[src/sv/c_comment_stripper_macros.svh]
// Assertion macros for the comment stripper.
`ifndef C_COMMENT_STRIPPER_MACROS_SVH
`define C_COMMENT_STRIPPER_MACROS_SVH

`ifndef SYNTHESIS

`define CCS_ASSERT_IMPL(label, clk, rst_n, ante, cons) \
  label: assert property (@(posedge clk) disable iff (!(rst_n)) (ante) |-> (cons)) \
    else $error("ccs assertion failed");

`define CCS_ASSERT_NEXT(label, clk, rst_n, ante, cons) \
  label: assert property (@(posedge clk) disable iff (!(rst_n)) (ante) |=> (cons)) \
    else $error("ccs assertion failed");

`else

`define CCS_ASSERT_IMPL(label, clk, rst_n, ante, cons)

`define CCS_ASSERT_NEXT(label, clk, rst_n, ante, cons)

`endif

`endif

[src/sv/ccs_pkg.sv]
package ccs_pkg;

  localparam logic [7:0] SLASH_CH   = 8'h2F;
  localparam logic [7:0] STAR_CH    = 8'h2A;
  localparam logic [7:0] NEWLINE_CH = 8'h0A;

  localparam int unsigned QUEUE_DEPTH = 4;

  typedef enum logic [2:0] {
    MODE_NORMAL = 3'd0,
    MODE_HELD   = 3'd1,
    MODE_LINE   = 3'd2,
    MODE_BLOCK  = 3'd3,
    MODE_STAR   = 3'd4
  } scan_mode_e;

  // one queue entry: up to two result beats caused by one input byte
  typedef struct packed {
    logic [7:0] ch0;
    logic       val0;
    logic       two;
    logic [7:0] ch1;
    logic       text_end;
  } ccs_entry_t;

endpackage

[src/sv/ccs_front.sv]
module ccs_front (
  input  logic                clk_i,
  input  logic                rst_ni,
  input  logic                in_valid_i,
  output logic                in_stall_o,
  input  logic [7:0]          in_char_i,
  input  logic                is_last_i,
  input  logic                q_full_i,
  output logic                push_o,
  output ccs_pkg::ccs_entry_t entry_o
);

  ccs_pkg::scan_mode_e mode_q, mode_d, mode_step;
  logic       accept;
  logic       is_slash, is_star, is_nl;
  logic [1:0] cnt;
  logic [7:0] ch0;
  logic       val0;

  assign is_slash   = (in_char_i == ccs_pkg::SLASH_CH);
  assign is_star    = (in_char_i == ccs_pkg::STAR_CH);
  assign is_nl      = (in_char_i == ccs_pkg::NEWLINE_CH);
  assign in_stall_o = q_full_i;
  assign accept     = in_valid_i & ~q_full_i;

  // next state
  always_comb begin
    mode_step = ccs_pkg::MODE_NORMAL;
    unique case (mode_q)
      ccs_pkg::MODE_HELD: begin
        if (is_slash) begin
          mode_step = ccs_pkg::MODE_LINE;
        end else if (is_star) begin
          mode_step = ccs_pkg::MODE_BLOCK;
        end else begin
          mode_step = ccs_pkg::MODE_NORMAL;
        end
      end
      ccs_pkg::MODE_LINE: begin
        mode_step = is_nl ? ccs_pkg::MODE_NORMAL : ccs_pkg::MODE_LINE;
      end
      ccs_pkg::MODE_BLOCK: begin
        mode_step = is_star ? ccs_pkg::MODE_STAR : ccs_pkg::MODE_BLOCK;
      end
      ccs_pkg::MODE_STAR: begin
        if (is_slash) begin
          mode_step = ccs_pkg::MODE_NORMAL;
        end else if (is_star) begin
          mode_step = ccs_pkg::MODE_STAR;
        end else begin
          mode_step = ccs_pkg::MODE_BLOCK;
        end
      end
      default: begin
        mode_step = is_slash ? ccs_pkg::MODE_HELD : ccs_pkg::MODE_NORMAL;
      end
    endcase
    mode_d = mode_q;
    if (accept) begin
      mode_d = is_last_i ? ccs_pkg::MODE_NORMAL : mode_step;
    end
  end

  // outputs
  always_comb begin
    cnt  = 2'd0;
    ch0  = in_char_i;
    val0 = 1'b1;
    unique case (mode_q)
      ccs_pkg::MODE_HELD: begin
        if (!is_slash && !is_star) begin
          cnt = 2'd2;
          ch0 = ccs_pkg::SLASH_CH;
        end
      end
      ccs_pkg::MODE_LINE: begin
        if (is_nl) begin
          cnt = 2'd1;
        end
      end
      ccs_pkg::MODE_BLOCK, ccs_pkg::MODE_STAR: begin
        if (is_nl && !is_last_i) begin
          cnt = 2'd1;
        end
      end
      default: begin
        if (!is_slash) begin
          cnt = 2'd1;
        end
      end
    endcase
    if (is_last_i && cnt == 2'd0) begin
      cnt = 2'd1;
      if (mode_step == ccs_pkg::MODE_HELD) begin
        ch0 = ccs_pkg::SLASH_CH;
      end else begin
        ch0  = 8'h00;
        val0 = 1'b0;
      end
    end
    push_o           = accept & (cnt != 2'd0);
    entry_o.ch0      = ch0;
    entry_o.val0     = val0;
    entry_o.two      = (cnt == 2'd2);
    entry_o.ch1      = in_char_i;
    entry_o.text_end = is_last_i;
  end

  always_ff @(posedge clk_i or negedge rst_ni) begin
    if (!rst_ni) begin
      mode_q <= ccs_pkg::MODE_NORMAL;
    end else begin
      mode_q <= mode_d;
    end
  end

endmodule

[src/sv/ccs_queue.sv]
module ccs_queue #(
  parameter int unsigned Depth = ccs_pkg::QUEUE_DEPTH
) (
  input  logic                clk_i,
  input  logic                rst_ni,
  input  logic                push_i,
  input  ccs_pkg::ccs_entry_t push_entry_i,
  output logic                full_o,
  output logic                head_valid_o,
  output ccs_pkg::ccs_entry_t head_o,
  input  logic                pop_i
);

  localparam int unsigned AW = (Depth > 1) ? $clog2(Depth) : 1;
  localparam int unsigned CW = $clog2(Depth + 1);

  ccs_pkg::ccs_entry_t slots_q [Depth];
  logic [AW-1:0] wptr_q, wptr_d, rptr_q, rptr_d;
  logic [CW-1:0] cnt_q, cnt_d;

  assign full_o       = (cnt_q == CW'(Depth));
  assign head_valid_o = (cnt_q != '0);
  assign head_o       = slots_q[rptr_q];

  always_comb begin
    wptr_d = wptr_q;
    rptr_d = rptr_q;
    cnt_d  = cnt_q;
    if (push_i) begin
      wptr_d = (wptr_q == AW'(Depth - 1)) ? '0 : wptr_q + AW'(1);
    end
    if (pop_i) begin
      rptr_d = (rptr_q == AW'(Depth - 1)) ? '0 : rptr_q + AW'(1);
    end
    if (push_i && !pop_i) begin
      cnt_d = cnt_q + CW'(1);
    end else if (pop_i && !push_i) begin
      cnt_d = cnt_q - CW'(1);
    end
  end

  always_ff @(posedge clk_i) begin
    if (push_i) begin
      slots_q[wptr_q] <= push_entry_i;
    end
  end

  always_ff @(posedge clk_i or negedge rst_ni) begin
    if (!rst_ni) begin
      wptr_q <= '0;
      rptr_q <= '0;
      cnt_q  <= '0;
    end else begin
      wptr_q <= wptr_d;
      rptr_q <= rptr_d;
      cnt_q  <= cnt_d;
    end
  end

endmodule

[src/sv/ccs_back.sv]
module ccs_back (
  input  logic                clk_i,
  input  logic                rst_ni,
  input  logic                head_valid_i,
  input  ccs_pkg::ccs_entry_t head_i,
  output logic                pop_o,
  output logic                out_valid_o,
  input  logic                out_stall_i,
  output logic [7:0]          out_char_o,
  output logic                char_valid_o,
  output logic                run_last_o,
  output logic                text_end_o
);

  // phase_q set: second beat of a two-beat entry
  logic phase_q, phase_d;
  logic accept;

  assign out_valid_o  = head_valid_i;
  assign out_char_o   = phase_q ? head_i.ch1 : head_i.ch0;
  assign char_valid_o = phase_q | head_i.val0;
  assign run_last_o   = phase_q | ~head_i.two;
  assign text_end_o   = head_i.text_end & run_last_o;
  assign accept       = head_valid_i & ~out_stall_i;
  assign pop_o        = accept & run_last_o;
  assign phase_d      = accept ? ~run_last_o : phase_q;

  always_ff @(posedge clk_i or negedge rst_ni) begin
    if (!rst_ni) begin
      phase_q <= 1'b0;
    end else begin
      phase_q <= phase_d;
    end
  end

endmodule

[src/sv/c_comment_stripper.sv]
// channel | valid      | stall       | beat
// --------+------------+-------------+------------------------------------------------
// in      | in_valid_i | in_stall_o  | in_char_i, is_last_i
// out     | out_valid_o| out_stall_i | out_char_o, char_valid_o, run_last_o, text_end_o
//
// One input byte per cycle while in_stall_o is low; the scan mode register in the front
// carries the scan state. Each byte leaves 0, 1 or 2 result beats in the queue;
// the back sends one beat per cycle while out_stall_i is low, so a two-beat entry goes
// out as two beats. Entries are registered in the queue. Reset: no clearing pass.
// in_stall_o rises only when the queue (Depth entries) is full.
`include "c_comment_stripper_macros.svh"

module c_comment_stripper #(
  parameter int unsigned QueueDepth = ccs_pkg::QUEUE_DEPTH
) (
  input  logic       clk_i,
  input  logic       rst_ni,
  input  logic       in_valid_i,
  output logic       in_stall_o,
  input  logic [7:0] in_char_i,
  input  logic       is_last_i,
  output logic       out_valid_o,
  input  logic       out_stall_i,
  output logic [7:0] out_char_o,
  output logic       char_valid_o,
  output logic       run_last_o,
  output logic       text_end_o
);

  ccs_pkg::ccs_entry_t push_entry, head;
  logic q_full, q_push, q_pop, head_valid;

  ccs_front u_front (
    .clk_i      (clk_i),
    .rst_ni     (rst_ni),
    .in_valid_i (in_valid_i),
    .in_stall_o (in_stall_o),
    .in_char_i  (in_char_i),
    .is_last_i  (is_last_i),
    .q_full_i   (q_full),
    .push_o     (q_push),
    .entry_o    (push_entry)
  );

  ccs_queue #(
    .Depth (QueueDepth)
  ) u_queue (
    .clk_i        (clk_i),
    .rst_ni       (rst_ni),
    .push_i       (q_push),
    .push_entry_i (push_entry),
    .full_o       (q_full),
    .head_valid_o (head_valid),
    .head_o       (head),
    .pop_i        (q_pop)
  );

  ccs_back u_back (
    .clk_i        (clk_i),
    .rst_ni       (rst_ni),
    .head_valid_i (head_valid),
    .head_i       (head),
    .pop_o        (q_pop),
    .out_valid_o  (out_valid_o),
    .out_stall_i  (out_stall_i),
    .out_char_o   (out_char_o),
    .char_valid_o (char_valid_o),
    .run_last_o   (run_last_o),
    .text_end_o   (text_end_o)
  );

  `CCS_ASSERT_IMPL(a_no_overflow, clk_i, rst_ni, q_push, !q_full)
  `CCS_ASSERT_IMPL(a_bare_only_at_end, clk_i, rst_ni, out_valid_o && !char_valid_o, text_end_o)
  `CCS_ASSERT_IMPL(a_end_closes_run, clk_i, rst_ni, out_valid_o && text_end_o, run_last_o)
  `CCS_ASSERT_IMPL(a_pop_needs_head, clk_i, rst_ni, q_pop, head_valid)

endmodule

[config.mk]
export PLATFORM = sky130hd
export DESIGN_NAME = c_comment_stripper
export DESIGN_NICKNAME = d
export VERILOG_FILES = /design/src/sv/ccs_pkg.sv /design/src/sv/ccs_front.sv /design/src/sv/ccs_queue.sv /design/src/sv/ccs_back.sv /design/src/sv/c_comment_stripper.sv
export VERILOG_INCLUDE_DIRS = /design/src /design/src/sv
export SDC_FILE = /design/constraint.sdc
export NUM_CORES = 1
export LEC_CHECK = 0
export CAP_MARGIN = 20
export CORE_MARGIN = 1.5
export CORE_UTILIZATION = 40
export CTS_BUF_LIST = sky130_fd_sc_hd__clkbuf_16
export DETAILED_ROUTE_END_ITERATION = 16
export DONT_BUFFER_PORTS = 1
export PLACE_DENSITY = 0.65
export SYNTH_ARGS = -nofsm -noshare
export SYNTH_HDL_FRONTEND = slang
export SYNTH_SLANG_ARGS = --single-unit
[constraint.sdc]
create_clock -name clk_i -period 3.91 [get_ports clk_i]
set_clock_uncertainty 0.15 [all_clocks]
set_input_delay 0.391 -clock clk_i [delete_from_list [all_inputs] [get_ports clk_i]]
set_output_delay 0.391 -clock clk_i [all_outputs]
set_load 0.005 [all_outputs]
; ---- Word-level counts from Yosys, hierarchy flattened
; Memory sizes are Yosys's and may differ from the RTL's.
; Cells that the tools add are included.
[classes]
addsub = 4
n_eq_ne = 12
n_mux = 27
bitwise = 11
reduce_logical = 15
[op_table]
columns = cell, n
row1 = $mux W8, 4
row2 = $mux W3, 6
row3 = $eq A8 B6 Y1 const B, 2
row4 = $mux W2, 6
row5 = $pmux W3 S4, 1
row6 = $eq A8 B4 Y1 const B, 1
row7 = $mux W1, 8
row8 = $eq A2 B2 Y1 const B, 3
row9 = $eq A3 B1 Y1 const B, 2
row10 = $eq A3 B2 Y1 const B, 2
row11 = $eq A3 B3 Y1 const B, 2
row12 = $mux W6, 1
row13 = $pmux W2 S3, 1
row14 = $and A1 B1 Y1, 5
row15 = $logic_and A1 B1 Y1, 5
row16 = $logic_not A1 Y1, 5
row17 = $add A2 B1 Y2 const B, 2
row18 = $not A1 Y1, 4
row19 = $reduce_bool A2 Y1, 2
row20 = $add A3 B1 Y3 const B, 1
row21 = $reduce_bool A3 Y1, 1
row22 = $sub A3 B1 Y3 const B, 1
row23 = $logic_not A2 Y1, 1
row24 = $or A1 B1 Y1, 2
row25 = $reduce_or A2 Y1, 1
[word_totals]
ff_bits = 11
mem_bits_rw = 76
inputBits = 13
elab_cells = 75
memories = 1
[mem_list]
columns = name, depth, word_bits, rd, rd_clocked_by_memory_dff, wr, line
row1 = u_queue.slots_q, 4, 19, 1, 0, 1, ccs_queue.sv:17  ; ccs_pkg::ccs_entry_t slots_q [Depth];

; ---- Logic depth before layout (Yosys ltp)
; Gate-level depths: netlist of run 1.
[logic_depth]
ltp_word = 14
depth_mapped = 11
depth_no_buf = 10

; ---- Modules after synthesis
; Synthesis of run 1 repeated with hierarchy kept, for this count alone.
[unflattened]
hier_cells = 258
hier_area_um2 = 4127.7
[modules_own_cells]
columns = module, n_inst, cells_each, area_per_inst_um2
row1 = ccs_queue, 1, 136, 3159.3
row2 = ccs_front, 1, 104, 759.5
row3 = ccs_back, 1, 18, 209.0

; ---- Worst setup path before layout of run 1
; OpenSTA, ideal clock, no wires.
[synth_timing]
kind = input port to flip-flop
from = input port is_last_i
to = register u_queue.cnt_q[2]
setup_time_ns = 0.079
arrival_time_ns = 2.613
required_ns = 3.681
slack_ns = 1.068
stages = 11
path_buffers = 1
cell_sequence = buf_2 -> nor4b_2 -> nor3_1 -> or3_1 -> a41oi_2 -> ha_1 -> inv_1 -> fa_1 -> xor2_1 -> nor2_1 -> xor2_1
[synth_between]
elab_chain_len = 12
[synth_lines]
columns = item, line
row1 = from (decl), c_comment_stripper.sv:21  ; input logic is_last_i,
row2 = $logic_not A1 Y1, ccs_front.sv:82  ; if (is_nl && !is_last_i) begin
row3 = $logic_and A1 B1 Y1, ccs_front.sv:82
row4 = $mux W1, ccs_front.sv:82
row5 = $pmux W2 S3, ccs_front.sv:69  ; unique case (mode_q)
row6 = $logic_not A2 Y1, ccs_front.sv:92  ; if (is_last_i && cnt == 2'd0) begin
row7 = $logic_and A1 B1 Y1, ccs_front.sv:92
row8 = $mux W2 *, ccs_front.sv:92
row9 = $reduce_bool A2 Y1 *, ccs_front.sv:101  ; push_o = accept & (cnt != 2'd0);
row10 = $and A1 B1 Y1 *, ccs_front.sv:101
row11 = named net q_push, c_comment_stripper.sv:31  ; logic q_full, q_push, q_pop, head_valid;
row12 = $logic_not A1 Y1, ccs_queue.sv:37  ; end else if (pop_i && !push_i) begin
row13 = $logic_and A1 B1 Y1, ccs_queue.sv:37
row14 = $reduce_bool A2 Y1 (no line), --
row15 = to (signal assigned), ccs_queue.sv:56  ; cnt_q <= cnt_d;
row16 = to (decl), ccs_queue.sv:19  ; logic [CW-1:0] cnt_q, cnt_d;
; Mark *: on every way through the listed nets, which the timed path passes. The rest lies on a longest branch.
; A chain may end at the register's enable or synchronous reset.

; ---- Worst setup path after layout of run 1
[layout_timing]
from = register u_front.mode_q[1]
to = register u_queue.cnt_q[2]
[layout_between]
elab_chain_len = 11
[layout_lines]
columns = item, line
row1 = from (decl), ccs_front.sv:13  ; ccs_pkg::scan_mode_e mode_q, mode_d, mode_step;
row2 = from (signal assigned), ccs_front.sv:111  ; mode_q <= ccs_pkg::MODE_NORMAL;
row3 = from (signal assigned), ccs_front.sv:113  ; mode_q <= mode_d;
row4 = $eq A3 B2 Y1 / $eq A3 B3 Y1 (equally long branches), ccs_front.sv:69
row5 = $reduce_or A2 Y1, --
row6 = $pmux W2 S3 *, ccs_front.sv:69
row7 = $logic_not A2 Y1, ccs_front.sv:92
row8 = $logic_and A1 B1 Y1, ccs_front.sv:92
row9 = $mux W2 *, ccs_front.sv:92
row10 = $reduce_bool A2 Y1 *, ccs_front.sv:101
row11 = $and A1 B1 Y1 *, ccs_front.sv:101
row12 = named net q_push, c_comment_stripper.sv:31
row13 = $logic_not A1 Y1, ccs_queue.sv:37
row14 = $logic_and A1 B1 Y1, ccs_queue.sv:37
row15 = $reduce_bool A2 Y1 (no line), --
; Marks and branches as above.

==> results.md, run 1 <==
* Status: complete, no violations
* Syn Std Cell Area at 0.00382 mm²
* Total number of vias at 1947
* Worst Hold End: u_back.phase_q
* Routability Congestion at 0.771
* Initial DRT Pass Iterations at 4
* Die footprint at 0.0102 mm²
* Core footprint at 0.00924 mm²
* Final instance area at 0.00443 mm²
* Met2 routed WL at 3.37 mm
* Clock sinks at 87
* Post-Syn Nets at 233
* Slew Viols, Final at 0
* RR Endpoint: u_queue.cnt_q[2]
* Crit path cell chain: nor3b_1 > nor3_1 > or3_1 > a41oi_2 > ha_1 > inv_1 > fa_1 > xor2_1 > nor2_1 > xor2_1
* ANT cells at 0
* MaxCap Viol Count at 0
* Fraction of layout cells with a size suffix above 1 at 27.5%
* Clk slew on worst S/H paths at 60 ps
* Ys Warns at 0
* Crit path DAT at 3170 ps
* Largest net degree at the start of global routing at 22
* Cell row count at 35
* Asr flop ratio synth at 12.6%
* Cell count after synthesis at 213
* Hold_ws at 73.3 ps
* Number of global-route vias before repair at 1970
* R2r startpoint: u_front.mode_q[1]
* Setup repair after global routing missed its margin: no
* R2R Setup Slk at 850 ps
* CP required at 4020 ps
* Final core occ at 48.0%
* Syn Area/Cell at 18.0 µm²
* Setup TNS at 0 ps
* Setup bufs post-CTS at 0
* Count of hold-fix buffers inserted at cts at 11
* Synth Flop Type: edfxtp_1
* Max_slew headroom at 64.5%
* Worst vdd ir at 0.000254 V
* Area delta synth->final at 15.9%
* I/O pin count at 26
* WHS Path Cells at 2
* Final wirelength at 6.69 mm
* Setup violators final at 0
* Fin crit share at 78.2%
* Crit-path max cell delay at 540 ps
* GRT Util Overall at 14.4%
* CTS tree: yes
* Crit end category: flop
* Initial antenna violation count at 0
* # port buffers at 0
* Multi-input logic area at 0.00120 mm²
* Crit Path Max Fanout at 11
* P per Cell Area at 679 mW/mm²
* Minimum clock period at 3060 ps
* Critical Path Start Type: flop
* H-tree lvl count at 3
* Worst-skew pair later-pin latency at 330 ps
* Hold_sp: out_stall_i
* DRC at 0
* Met3 wire length at 208 µm
* Final Hold Viols at 0
* Die width at 101 µm
* Via density at 5.28
* Gr ovfl total at 0
* Worst-Margin Slew at 531 ps
* ANT nets after route at 0
* R2R depth at 10
* Min-delay worst type: in -> reg
* Total power at 3.01 mW
* Post-CTS Resized at 0
* Drt wl/cell at 18.1 µm
* Placement Cell Area at 0.00402 mm²
* Bufs and invs on worst path at 1
* Synth cell types at 42
* HPWL Detailed at 4.30 mm
* WL met1 at 2.93 mm
* Top layer in use: met4
* #FFs+latches synth at 87
* Family with the most delay on the worst path: simple AND/OR/NAND/NOR gates
* Slowest CP cell: dfrtp_1
* Fmax at 327 MHz
* First-pass GRT wire length at 10.5 mm
* Die Y at 101 µm
* Initial drt markers at 105
* Starting Density at 41.4%
* CP Class: reg -> reg
* Clk buf depth at 2
* Top cell by count, worst path: xor2_1
* Total CTS buffers at 9
* EDFF count, synth at 76
* Fillers at 762
* Final #Nets at 255
* Storage element area at 0.00256 mm²
* Pleak at 1.52 nW
* Seq/Total Area, Yosys at 66.9%
* Root Driver: clkbuf_16
Yosys cell counts, drive strengths merged, types with 2 or more instances:
library cell  number  area share [%]
nor3               6            0.79
ha                 6             2.0
mux2              13             3.8
nor3b              3            0.59
clkbuf             4            0.39
inv                7            0.69
nand4              5            0.82
dfrtp             11             7.2
xnor2              3            0.69
nand2b             2            0.33
mux4              19              11
and3               3            0.49
o21ai              2            0.26
nor2               9            0.88
xor2               3            0.69
nor4b              2            0.62
a21oi              2            0.26
buf                6            0.75
edfxtp            76              60
o21a               2            0.39
and2               6            0.98
o41ai              2            0.95
a21o               5            0.98
state kept, by name (all words and copies together), names as in the netlist:
register         count
u_front.mode_q       3
u_queue.rptr_q       2
u_queue.slots_q     76
u_queue.cnt_q        3
u_queue.wptr_q       2
u_back.phase_q       1
where the power goes:
| group | switching (mW) | internal [mW] |
|---|---|---|
| logic | 0.410 | 0.433 |
| registers | 0.0878 | 1.22 |
| clock network | 0.352 | 0.503 |
worst reg2reg max path: cells and delay by family, from the launching register on:
| family | cells | cell delay, ps |
|---|---|---|
| flip-flops | 1 | 540 |
| buffers and inverters | 1 | 60 |
| XOR/XNOR | 2 | 310 |
| AO/OA/AOI/OAI | 1 | 360 |
| adder cells (fa/ha/maj) | 2 | 630 |
| AND/OR/NAND/NOR | 4 | 920 |
routing by layer:
layer,GRT usage (%),vias to the layer above
li1,-,897
met1,18.5,1001
met5,0,-
met2,22.7,38
met3,2.91,11
met4,8.45,0
worst max-delay path by stage:
| stage | depth (start not counted) | end | slack (ps) | from |
|---|---|---|---|---|
| after floorplan | 11 | u_queue.cnt_q[2] | 1070 | is_last_i |
| after CTS | 10 | u_queue.cnt_q[2] | 840 | u_front.mode_q[1] |
| after detailed placement | 10 | u_queue.cnt_q[2] | 850 | u_front.mode_q[1] |
| final | 10 | u_queue.cnt_q[2] | 850 | u_front.mode_q[1] |
| after global routing | 10 | u_queue.cnt_q[2] | 690 | u_front.mode_q[1] |
| after global placement | 10 | u_queue.cnt_q[2] | 980 | u_front.mode_q[1] |
placed cells by master (no fill, tap or decap), types with 2 or more instances in the layout:
| master | synthesis | layout |
|---|---|---|
| xor2_1 | 3 | 3 |
| xnor2_1 | 3 | 3 |
| nor3_1 | 6 | 6 |
| nor3b_1 | 3 | 3 |
| dfrtp_1 | 11 | 11 |
| a21o_1 | 5 | 5 |
| o21ai_0 | 2 | 2 |
| nor2_1 | 9 | 9 |
| mux4_2 | 19 | 19 |
| and3_1 | 3 | 3 |
| buf_4 | 0 | 10 |
| inv_1 | 7 | 7 |
| o21a_1 | 2 | 2 |
| dlygate4sd3_1 | 0 | 11 |
| nand2b_1 | 2 | 2 |
| inv_6 | 0 | 2 |
| and2_1 | 6 | 6 |
| mux2_2 | 13 | 13 |
| ha_1 | 6 | 6 |
| edfxtp_1 | 76 | 76 |
| a21oi_1 | 2 | 2 |
| nand4_1 | 5 | 5 |
| clkbuf_16 | 0 | 9 |
final cells by class:
class / count / area share [%]
clock inverters: 7 / 1.81
multi-input cells: 109 / 27.0
well taps: 129 / 3.64
clock buffers: 9 / 5.08
repair buffers: 21 / 4.18
inverters: 7 / 0.593
flip-flops and latches: 87 / 57.7
cell families after synthesis:
kind of cell / synth area share (%)
AOI/OAI and AO/OA: 5.56
xor gates and xnor gates: 1.37
adders and majority gates: 2.49
buffers and inverters: 1.83
DFF: 66.9
muxes: 15.0
and+or+nand+nor: 6.87
through the flow:
step,cells,setup WS (ps)
3_5_place_dp,342,853
5_1_grt,369,695
4_1_cts,369,838
3_3_place_gp,342,983
2_1_floorplan,213,1070
6_report,369,854
Power figures use the tool's default switching activity.
==> inputs of run 2 (changes only) <==
--- a/config.mk
+++ b/config.mk
@@ -12,7 +12,7 @@
 export CTS_BUF_LIST = sky130_fd_sc_hd__clkbuf_16
 export DETAILED_ROUTE_END_ITERATION = 16
 export DONT_BUFFER_PORTS = 1
-export PLACE_DENSITY = 0.65
+export PLACE_DENSITY = 0.67
 export SYNTH_ARGS = -nofsm -noshare
 export SYNTH_HDL_FRONTEND = slang
 export SYNTH_SLANG_ARGS = --single-unit
==> constraint.sdc (replaced) <==
create_clock -name clk_i -period 2.53 [get_ports clk_i]
set_clock_uncertainty 0.15 [all_clocks]
set_input_delay 0.253 -clock clk_i [delete_from_list [all_inputs] [get_ports clk_i]]
set_output_delay 0.253 -clock clk_i [all_outputs]
set_load 0.005 [all_outputs]
==> results.md, run 2 (synthesis results as in run 1) <==
* CP required at 2640 ps (was 4020 ps)
* Final Hold Viols at 0 (unchanged)
* P per Cell Area at 1040 mW/mm² (was 679 mW/mm²)
* Pleak at 1.63 nW (was 1.52 nW)
* Largest register FFs at 76 (unchanged)
* R2R depth at 10 (unchanged)
* Gr ovfl total at 0 (unchanged)
* Critical Path Start Type: flop (unchanged)
* Die width at 101 µm (unchanged)
* Initial antenna violation count at 0 (unchanged)
* Most frequent cells in the layout: 76 x edfxtp_1, 21 x buf_4, 19 x mux4_2 (was 76 x edfxtp_1, 19 x mux4_2, 13 x mux2_2)
* WHS Path Cells at 1 (was 2)
* R2R Setup Slk at -40 ps (was 850 ps)
* Fmax at 389 MHz (was 327 MHz)
* Minimum clock period at 2570 ps (was 3060 ps)
* Initial drt markers at 116 (was 105)
* CTS tree: yes (unchanged)
* Crit end category: flop (unchanged)
* Slowest CP cell: dfrtp_2 (was dfrtp_1)
* Number of global-route vias before repair at 2156 (was 1970)
* Clock sinks at 87 (unchanged)
* Post-route setup slack at -37.4 ps (was 854 ps)
* Violated checks: setup timing
* CP Class: reg -> reg (unchanged)
* R2r startpoint: u_front.mode_q[1] (unchanged)
* RR Endpoint: u_queue.cnt_q[2] (unchanged)
* Hold_sp: in_char_i[3] (was out_stall_i)
* Initial DRT Pass Iterations at 6 (was 4)
* Starting Density at 41.4% (unchanged)
* GRT Util Overall at 15.4% (was 14.4%)
* Crit-path max cell delay at 440 ps (was 540 ps)
* Crit path DAT at 2670 ps (was 3170 ps)
* Comb pwr share at 29.9% (was 28.0%)
* Pint at 3.51 mW (was 2.16 mW)
* Worst-skew pair later-pin latency at 330 ps (about the same)
* Largest net degree at the start of global routing at 22 (unchanged)
* H-tree lvl count at 3 (unchanged)
* I/O pin count at 26 (unchanged)
* Biggest register: u_queue.slots_q (unchanged)
* Clk slew on worst S/H paths at 60 ps (about the same)
* Crit path cell chain: nor4b_4 > nor3_2 > or3_4 > a41oi_2 > ha_2 > inv_2 > fa_2 > xor2_1 > nor2_1 > xor2_1 (was nor3b_1 > nor3_1 > or3_1 > a41oi_2 > ha_1 > inv_1 > fa_1 > xor2_1 > nor2_1 > xor2_1)
* Total CTS buffers at 9 (unchanged)
* Worst Hold End: u_queue.slots_q[2][14] (was u_back.phase_q)
* Leading cell type in the layout, fill and taps excluded: edfxtp_1 (unchanged)
* Final wirelength at 7.12 mm (was 6.69 mm)
* Via density at 5.27 (was 5.28)
* Min-delay worst type: in -> reg (unchanged)
* Setup TNS at -37.4 ps (was 0 ps)
* Clk buf depth at 2 (unchanged)
* Non-Filler Instances at 384 (was 369)
* Worst-Margin Slew at 586 ps (was 531 ps)
* First-pass GRT wire length at 11.4 mm (was 10.5 mm)
* Root Driver: clkbuf_16 (unchanged)
* Register share of total power at 41.5% (was 43.6%)
* Core footprint at 0.00924 mm² (unchanged)
* HPWL Detailed at 4.34 mm (was 4.30 mm)
* Total number of vias at 2024 (was 1947)
* Setup repair after global routing missed its margin: yes (was no)
* # port buffers at 0 (unchanged)
* Top cell by count, worst path: xor2_1 (unchanged)
* Fin crit share at 101% (was 78.2%)
* Placed Cells at 355 (was 342)
* Largest registers: u_queue.slots_q x76, u_front.mode_q x3, u_queue.cnt_q x3 (unchanged)
* Family with the most delay on the worst path: simple AND/OR/NAND/NOR gates (unchanged)
* Sw Ratio at 27.1% (was 28.2%)
* Slew Viols, Final at 0 (unchanged)
* Max_slew headroom at 60.9% (was 64.5%)
* Worst vdd ir at 0.000437 V (was 0.000254 V)
* Drt wl/cell at 18.5 µm (was 18.1 µm)
* P_sw at 1.31 mW (was 0.850 mW)
* Routability Congestion at 0.737 (was 0.771)
* Power share of the clock group at 28.5% (was 28.4%)
* Bufs and invs on worst path at 1 (unchanged)
* Fraction of layout cells with a size suffix above 1 at 35.7% (was 27.5%)
* Crit Path Max Fanout at 4 (was 11)
* Status: finished, violations left (was complete, no violations)
* Die footprint at 0.0102 mm² (unchanged)
* DRC at 0 (unchanged)
* Cell row count at 35 (unchanged)
* ANT nets after route at 0 (unchanged)
* Setup violators final at 1 (was 0)
* Final #Nets at 270 (was 255)
* Die Y at 101 µm (unchanged)
* Area delta synth->final at 21.6% (was 15.9%)
* ANT cells at 0 (unchanged)
* MaxCap Viol Count at 0 (unchanged)
==> run 2: power by group through the flow <==
stage	clock network [mW]	logic, mW	registers, mW
2_1_floorplan	0	1.03	2.01
3_3_place_gp	0	1.42	2.02
3_5_place_dp	0	1.44	2.03
4_1_cts	1.39	1.48	2.01
5_1_grt	1.45	1.59	2.03
6_report	1.38	1.44	2.00
==> run 2: timing repair <==
action,in CTS,in global routing
hold buffers,11,0
buffers inserted,2,0
pin swaps,3,3
hold endpoints to repair,50,0
setup endpoints to repair,2,2
resized for setup,2,1
==> run 2: worst max path at each step <==
| stage | start | end | slack, ps | cells past startpoint |
|---|---|---|---|---|
| 6_report | u_front.mode_q[1] | u_queue.cnt_q[2] | -40 | 10 |
| 5_1_grt | u_front.mode_q[1] | u_queue.cnt_q[2] | -150 | 10 |
| 4_1_cts | u_front.mode_q[1] | u_queue.cnt_q[2] | -90 | 10 |
| 3_5_place_dp | u_front.mode_q[1] | u_queue.cnt_q[2] | -90 | 10 |
| 3_3_place_gp | u_front.mode_q[1] | u_queue.cnt_q[2] | -5 | 10 |
| 2_1_floorplan | u_front.mode_q[1] | u_queue.cnt_q[2] | -160 | 11 |
==> run 2: cell type report <==
type	count	area, µm²
sequential	87	2560
fill	748	4590
inverter	7	26.3
tap	129	161
clock inverter	7	88.8
timing repair buffer	36	348
clock buffer	9	225
multi-input combinational	109	1240
==> run 2: metrics by stage <==
stage	cell area (µm²)	util (%)	hold WS [ps]	setup WS, ps	power (mW)
after floorplan	3860	-	-193	-157	3.04
after global placement	4200	45.4	-192	-5.16	3.44
after detailed placement	4200	45.4	-192	-88.8	3.47
after CTS	4640	50.3	4.57	-91.8	4.88
after global routing	4650	50.3	17.4	-147	5.07
final	4650	50.3	23.4	-37.4	4.82
==> run 2: per-layer routing <==
metal / vias up / track usage (%) / wire (µm)
li1: 926 / - / -
met1: 1047 / 18.1 / 3050
met3: 7 / 4.92 / 301
met5: - / 0 / 0
met4: 0 / 5.63 / 102
met2: 44 / 26.7 / 3670
